<file path="config.mk">
export PLATFORM = sky130hd
export DESIGN_NAME = mpi_ctrl
export DESIGN_NICKNAME = d
export VERILOG_FILES = /design/src/rtl/mpi_pkg.sv /design/src/rtl/mpi_ctrl.sv
export SDC_FILE = /design/constraint.sdc
export NUM_CORES = 1
export LEC_CHECK = 0
export BUFFER_PORTS_ARGS = -buffer_cell sky130_fd_sc_hd__buf_2
export CELL_PAD_IN_SITES_DETAIL_PLACEMENT = 0
export CELL_PAD_IN_SITES_GLOBAL_PLACEMENT = 2
export CORE_UTILIZATION = 33
export DETAILED_ROUTE_END_ITERATION = 10
export GPL_TIMING_DRIVEN = 0
export MAX_ROUTING_LAYER = met4
export PLACE_DENSITY_LB_ADDON = 0.1
export SLEW_MARGIN = 5
export SYNTH_ARGS = -nofsm -noshare
export SYNTH_HDL_FRONTEND = slang
export SYNTH_SLANG_ARGS = --single-unit
</file>
<file path="constraint.sdc">
create_clock -name i_clk -period 2.8 [get_ports i_clk]
set_clock_uncertainty 0.05 [all_clocks]
set_input_delay 0.84 -clock i_clk [delete_from_list [all_inputs] [get_ports i_clk]]
set_output_delay 0.84 -clock i_clk [all_outputs]
set_load 0.05 [all_outputs]
</file>
<file path="src/rtl/mpi_pkg.sv">
// Shared types, codes and float helpers for the matrix polynomial iterate unit.
`default_nettype none
package mpi_pkg;

    localparam logic [2:0] MODE_LOAD_A = 3'd0;
    localparam logic [2:0] MODE_LOAD_B = 3'd1;
    localparam logic [2:0] MODE_LOAD_C = 3'd2;
    localparam logic [2:0] MODE_RUN    = 3'd3;
    localparam logic [2:0] MODE_READ   = 3'd4;

    localparam logic KIND_READ = 1'b0;
    localparam logic KIND_DONE = 1'b1;

    localparam logic [31:0] FP_QNAN  = 32'hFFC0_0000;
    localparam logic [31:0] FP_QBIT  = 32'h0040_0000;

    typedef enum logic [3:0] {
        S_CLEAR,
        S_IDLE,
        S_READ,
        S_MRD,
        S_MUL,
        S_MW,
        S_ADD,
        S_AW,
        S_ACC,
        S_ORD,
        S_OADD,
        S_OW,
        S_OWR,
        S_DONE
    } t_state;

    typedef struct packed {
        logic clr;
        logic ld;
        logic out_rd;
        logic out_done;
        logic mac_rd;
        logic acc_upd;
        logic acc_zero;
        logic prod_wr;
        logic add_ofs;
        logic acc_wr;
    } t_cmd;

    function automatic logic [5:0] lzc48(input logic [47:0] v);
        logic [5:0] n;
        logic       found;
        n     = 6'd48;
        found = 1'b0;
        for (int b = 47; b >= 0; b--) begin
            if (!found && v[b]) begin
                n     = 6'(47 - b);
                found = 1'b1;
            end
        end
        return n;
    endfunction

    function automatic logic [4:0] lzc27(input logic [26:0] v);
        logic [4:0] n;
        logic       found;
        n     = 5'd27;
        found = 1'b0;
        for (int b = 26; b >= 0; b--) begin
            if (!found && v[b]) begin
                n     = 5'(26 - b);
                found = 1'b1;
            end
        end
        return n;
    endfunction

endpackage
`default_nettype wire

</file>
<file path="src/rtl/mpi_ctrl.sv">
// Sequencer for clearing, loads, reads and the matrix iteration loops.
`default_nettype none
module mpi_ctrl #(
    parameter int DIM   = 8,
    parameter int TERMS = 8
) (
    input  wire logic                  i_clk,
    input  wire logic                  i_rst_n,
    input  wire logic                  i_valid,
    input  wire logic [2:0]            i_mode,
    input  wire logic                  i_out_free,
    output logic                       o_ready,
    output mpi_pkg::t_cmd              o_cmd,
    output logic [((TERMS > 1) ? $clog2(TERMS) : 1)-1:0] o_k,
    output logic [$clog2(DIM)-1:0]     o_i,
    output logic [$clog2(DIM)-1:0]     o_j,
    output logic [$clog2(DIM)-1:0]     o_m,
    output logic [$clog2(DIM*DIM)-1:0] o_idx,
    output logic [$clog2(TERMS*DIM*DIM)-1:0] o_clr
);
    import mpi_pkg::*;

    localparam int DW  = $clog2(DIM);
    localparam int TW  = (TERMS > 1) ? $clog2(TERMS) : 1;
    localparam int MW  = DIM * DIM;
    localparam int MAW = $clog2(MW);
    localparam int CAW = $clog2(TERMS * MW);

    t_state r_state, n_state;
    logic [TW-1:0]  r_k, n_k;
    logic [DW-1:0]  r_i, n_i, r_j, n_j, r_m, n_m;
    logic [MAW-1:0] r_idx, n_idx;
    logic [CAW-1:0] r_clr, n_clr;
    logic           accept;

    always_ff @(posedge i_clk) begin
        if (!i_rst_n) begin
            r_state <= S_CLEAR;
            r_k     <= '0;
            r_i     <= '0;
            r_j     <= '0;
            r_m     <= '0;
            r_idx   <= '0;
            r_clr   <= '0;
        end else begin
            r_state <= n_state;
            r_k     <= n_k;
            r_i     <= n_i;
            r_j     <= n_j;
            r_m     <= n_m;
            r_idx   <= n_idx;
            r_clr   <= n_clr;
        end
    end

    always_comb begin
        n_state = r_state;
        n_k     = r_k;
        n_i     = r_i;
        n_j     = r_j;
        n_m     = r_m;
        n_idx   = r_idx;
        n_clr   = r_clr;
        o_cmd   = '0;
        o_ready = (r_state == S_IDLE) && i_out_free;
        accept  = o_ready && i_valid;
        case (r_state)
            S_CLEAR: begin
                o_cmd.clr = 1'b1;
                if (r_clr == CAW'(TERMS * MW - 1)) begin
                    n_state = S_IDLE;
                end else begin
                    n_clr = r_clr + 1'b1;
                end
            end
            S_IDLE: begin
                if (accept) begin
                    o_cmd.ld = 1'b1;
                    if (i_mode == MODE_RUN) begin
                        o_cmd.acc_zero = 1'b1;
                        n_k = '0; n_i = '0; n_j = '0; n_m = '0; n_idx = '0;
                        n_state = S_MRD;
                    end else if (i_mode == MODE_READ) begin
                        n_state = S_READ;
                    end
                end
            end
            S_READ: begin
                o_cmd.out_rd = 1'b1;
                n_state = S_IDLE;
            end
            S_MRD: begin
                o_cmd.mac_rd = 1'b1;
                n_state = S_MUL;
            end
            S_MUL:  n_state = S_MW;
            S_MW:   n_state = S_ADD;
            S_ADD:  n_state = S_AW;
            S_AW:   n_state = S_ACC;
            S_ACC: begin
                n_state = S_MRD;
                if (r_m == DW'(DIM - 1)) begin
                    o_cmd.prod_wr  = 1'b1;
                    o_cmd.acc_zero = 1'b1;
                    n_m = '0;
                    if (r_j == DW'(DIM - 1)) begin
                        n_j = '0;
                        if (r_i == DW'(DIM - 1)) begin
                            n_i = '0;
                            n_state = S_ORD;
                        end else begin
                            n_i = r_i + 1'b1;
                        end
                    end else begin
                        n_j = r_j + 1'b1;
                    end
                end else begin
                    o_cmd.acc_upd = 1'b1;
                    n_m = r_m + 1'b1;
                end
            end
            S_ORD:  n_state = S_OADD;
            S_OADD: begin
                o_cmd.add_ofs = 1'b1;
                n_state = S_OW;
            end
            S_OW: begin
                o_cmd.add_ofs = 1'b1;
                n_state = S_OWR;
            end
            S_OWR: begin
                o_cmd.acc_wr = 1'b1;
                if (r_idx == MAW'(MW - 1)) begin
                    n_idx = '0;
                    if (r_k == TW'(TERMS - 1)) begin
                        n_state = S_DONE;
                    end else begin
                        n_k = r_k + 1'b1;
                        n_state = S_MRD;
                    end
                end else begin
                    n_idx = r_idx + 1'b1;
                    n_state = S_ORD;
                end
            end
            S_DONE: begin
                o_cmd.out_done = 1'b1;
                n_state = S_IDLE;
            end
            default: n_state = S_IDLE;
        endcase
    end

    assign o_k   = r_k;
    assign o_i   = r_i;
    assign o_j   = r_j;
    assign o_m   = r_m;
    assign o_idx = r_idx;
    assign o_clr = r_clr;
endmodule
`default_nettype wire

</file>
# Word-level counts from Yosys, hierarchy flattened
# Index checks and enable logic that the tools add are counted.
[classes]
bitwise_logic = 1
eq_ne = 29
reduce_logical = 13
add_sub_neg = 6
n_mux = 43
[op_table]
columns = ["cell", "n"]
rows = [
  ["one-hot mux 4 bit (12 select lines)", 1],
  ["two-way mux 4 bit", 9],
  ["two-way mux 3 bit", 10],
  ["equality test 4 bit (second input constant)", 6],
  ["one-hot mux 3 bit (2 select lines)", 4],
  ["two-way mux 6 bit", 3],
  ["equality test 4 x 3 -> 1 bit (second input constant)", 4],
  ["equality test 3 bit (second input constant)", 5],
  ["two-way mux 1 bit", 13],
  ["adder 3 x 1 -> 3 bit (second input constant)", 4],
  ["inequality test 2 bit (second input constant)", 6],
  ["one-hot mux 6 bit (2 select lines)", 1],
  ["AND reduction 5 bit", 2],
  ["adder 9 x 1 -> 9 bit (second input constant)", 1],
  ["equality test 9 bit (second input constant)", 1],
  ["AND reduction 3 bit", 3],
  ["equality test 4 x 2 -> 1 bit (second input constant)", 2],
  ["adder 6 x 1 -> 6 bit (second input constant)", 1],
  ["equality test 6 bit (second input constant)", 1],
  ["equality test 4 x 1 -> 1 bit (second input constant)", 1],
  ["logical NOT 4 bit", 1],
  ["AND reduction 4 bit", 1],
  ["nonzero test 2 bit", 2],
  ["equality test 3 x 2 -> 1 bit (second input constant)", 1],
  ["other kinds (8)", 9],
]
[word_totals]
reg_bits = 31
output_inout_bits = 38
elab_cells = 99

# Longest topological paths before layout
[depth]
ltp_word = 5
mapped_depth = 8
depth_no_buf = 7

# Worst setup path after synthesis
# No wires, ideal clock.
[synth_path]
path_kind = "reg-to-output"
from = "register r_state[1]"
to = "output o_cmd[7] in the netlist's numbering"
slack_ps = -398
path_buffers = 1
arrival_ps = 2308
path_stages_with_launch = 3
path_cell_list = "dfxtp_1 -> clkbuf_1 -> nor4b_1"
[synth_rtl]
columns = ["item", "line", "source"]
rows = [
  ["start, declared", "mpi_ctrl.sv:29", "t_state r_state, n_state;"],
  ["start signal, assigned", "mpi_ctrl.sv:46", "r_state <= n_state;"],
  ["end, declared", "mpi_ctrl.sv:13", "output mpi_pkg::t_cmd o_cmd,"],
]

==> results.md <==
* WP buf/inv at 3
* H-tree lvl count at 2
* Post-Syn Instances at 209
* Synth Cell Area at 0.00178 sq mm
* Pre-antenna DRT Iters at 4
* CTS tree: built
* Filler cell count at 542
* Vias/cell at 4.92
* GRT Util Overall at 16.8%
* Setup violations, final at 0
* Antenna-violating nets left at 0
* WHS at 431 ps
* Max rail drop VDD at 0.173 mV
* Net Sw Frac at 23.3%
* Worst Setup End Kind: output port
* Core ar. at 0.00517 sq mm
* Crit start category: primary input
* Ys Warns at 0
* Worst setup margin at 93.8 ps
* Crit path cell chain: buf_2 -> and3b_1 -> a32oi_4 -> inv_1 -> buf_2
* Max Cap Viol at 0
* Cell-internal power at 0.681 mW
* Largest net degree at the start of global routing at 11
* Area occupied by multi-input gates at 0.00111 sq mm
* CP delay by family, top: buffers and inverters
* Vias at 1629
* Later-pin clock latency in the skew report at 280 ps
* Slowest CP cell: and3b_1
* Syn Nets at 228
* Slew HR at 60.5%
* CP dominant cell by count: buf_2
* Nets at 279
* Initial antenna violation count at 0
* GP Congestion at 0.727
* Die height at 75.5 microns
* Die width at 75.5 microns
* Max clock buf depth at 2
* EDFF count, synth at 0
* Number of failing hold endpoints at the final stage at 0
* Leak at 0.970 nW
* Share of cells above drive strength 1 at 26.1%
* Max Clock Freq at 370 MHz
* Status: complete, no violations
* First-pass GRT wire length at 6930 microns
* CP Max Fanout at 8
* Fin crit period at 2710 ps
* Number of diodes at 0
* Hold WC Path Type: register to register
* Pre-CTS WS at -152 ps
* Final Power at 0.888 mW
* Slowest stage delay, CP at 340 ps
* DR iter-0 viols at 84
* Die area at 0.00570 sq mm
* Std-Cell Rows at 26
* Most common flop cell mapped by yosys: dfxtp_1
* PortBufs at 44
* PD cells at 397 mW/mm^2
* Area grow syn2layout at 25.5%
* Final wirelength at 4350 microns
* RSZ-0062 raised after global routing: false
* Vias in the first global route at 1441
* Seq/Total Area, Yosys at 34.8%
* HPWL Detailed at 3170 microns
* Syn avg cell area at 8.54 sq um
* Combinational Power Share at 5.1%
* Worst EP required at 1910 ps
* Kind of critical path: primary input to output port
* Drc violations at 0
* Clk pwr share at 44.4%
* Clock Pin Slew Worst Setup and Hold Paths at 70 ps
* Reg power frac at 50.5%
* Period Utilization, post-route at 96.6%
* Starting density of the core at 34.5%
* Clock sink count at 31
* FFs w/ async S/R, synth at 0%
* Total gr overflow at 0
* Routed len/inst at 13.1 microns
* Layout Cells excl Fill at 331
* Final-report max-slew violation count at 0
* CTS root buf: clkbuf_8
* Worst Max-Slew Pin Slew at 592 ps
* # hold bufs at CTS at 0
* Seq. cell area at 621 sq um
* I/O pin total at 45
* Number of synthesized register bits at 31
* CTS Buf Count at 5
* Final Util at 43.3%
* Cells after DPL at 323
* Synth unique cells at 48
* CP Data Arrival Time at 1820 ps
* Switching pwr at 0.207 mW
## power by group through the flow
stage / registers [mW] / clock network [mW] / logic [mW]
finish: 0.449 / 0.394 / 0.0452
global route: 0.449 / 0.429 / 0.0504
CTS: 0.449 / 0.414 / 0.0457
detailed placement: 0.459 / 0 / 0.0454
global placement: 0.459 / 0 / 0.0454
floorplan: 0.472 / 0 / 0.0168
## metrics by stage
| step | TNS, ps | area [sq um] |
|---|---|---|
| after global placement | -157 | 2100 |
| after floorplan | -12.0 | 1790 |
| after global routing | 0 | 2240 |
| after CTS | 0 | 2220 |
| final | 0 | 2240 |
| after detailed placement | -152 | 2100 |
## logic make-up (layout without fill, tap and decap cells)
kind of cell	after synthesis	count (layout)	synth area share, %
and+or+nand+nor	96	96	31.8
AOI/OAI and AO/OA	37	37	13.1
DFF	31	31	34.8
buffers and inverters	20	72	5.33
adders and majority gates	12	12	8.41
xor gates and xnor gates	10	10	4.91
muxes	3	3	1.68
## cell usage in the layout, fill, tap and decap left out, types with 4 or more instances in the layout
cell	count
a21oi_1	10
a31oi_1	4
and2_1	4
buf_2	47
clkbuf_1	7
clkbuf_8	7
dfxtp_1	31
ha_1	12
inv_1	6
nand2_1	24
nand3_1	12
nor2_1	20
nor3_1	4
o21ai_0	9
o22ai_1	4
or3_1	4
xnor2_1	8
## worst min-delay path, stage by stage, from the launching register on
cell and delay [ps]:
dfxtp_1 330, nand2_1 60, mux2i_1 50
## registers in the layout, summed over array words and instances (netlist names)
signal / flops
o_k: 3
o_j: 3
o_clr: 9
o_m: 3
r_state: 4
o_idx: 6
o_i: 3
## per-layer routing
metal | GRT usage, % | wire length (microns)
met1 | 21.8 | 2110
met2 | 25.0 | 2050
met3 | 4.37 | 140
met4 | 6.17 | 45
met5 | - | 0
## worst paths after layout
path,startpoint,end,slack [ps],cells after the start
setup / recovery,i_mode[2],o_cmd[3],90,5
hold / removal,o_k[1]$_SDFFE_PN0P_,o_k[1]$_SDFFE_PN0P_,430,2
setup reg to reg,o_clr[3]$_SDFFE_PN0P_,o_clr[0]$_SDFFE_PN0P_,820,7
hold reg to reg,o_k[1]$_SDFFE_PN0P_,o_k[1]$_SDFFE_PN0P_,430,2
## timing repair
item,CTS,global route
setup buffers,0,0
gates resized for setup,2,2
setup endpoints to repair,1,1
## Yosys cell counts, types with 2 or more instances
cell / instances / share of area [%]
a21oi_1: 10 / 2.8
a31oi_1: 4 / 1.4
and2_1: 4 / 1.4
and3_1: 3 / 1.1
and4_1: 3 / 1.5
buf_2: 3 / 0.84
buf_6: 2 / 1.3
clkbuf_1: 7 / 1.5
dfxtp_1: 31 / 35
ha_1: 12 / 8.4
inv_1: 6 / 1.3
mux2i_1: 3 / 1.7
nand2_1: 24 / 5.0
nand3_1: 12 / 3.4
nand3b_1: 2 / 0.84
nand4_1: 2 / 0.70
nor2_1: 20 / 4.2
nor3_1: 4 / 1.1
nor3b_1: 3 / 1.3
nor4_4: 2 / 2.4
nor4b_1: 2 / 0.98
nor4b_2: 2 / 1.7
o21ai_0: 9 / 2.5
o22ai_1: 4 / 1.4
or3_1: 4 / 1.4
xnor2_1: 8 / 3.9
xor2_1: 2 / 0.98
## layout make-up
class | count | area share, %
Clock inverter | 1 | 0.335
Multi-Input combinational cell | 158 | 49.6
Sequential cell | 31 | 27.7
Inverter | 6 | 1.01
Clock buffer | 7 | 4.30
Timing Repair Buffer | 44 | 9.84
Buffer | 14 | 3.24
Tap cell | 70 | 3.91
No activity file was read; power rests on OpenSTA's default activity.
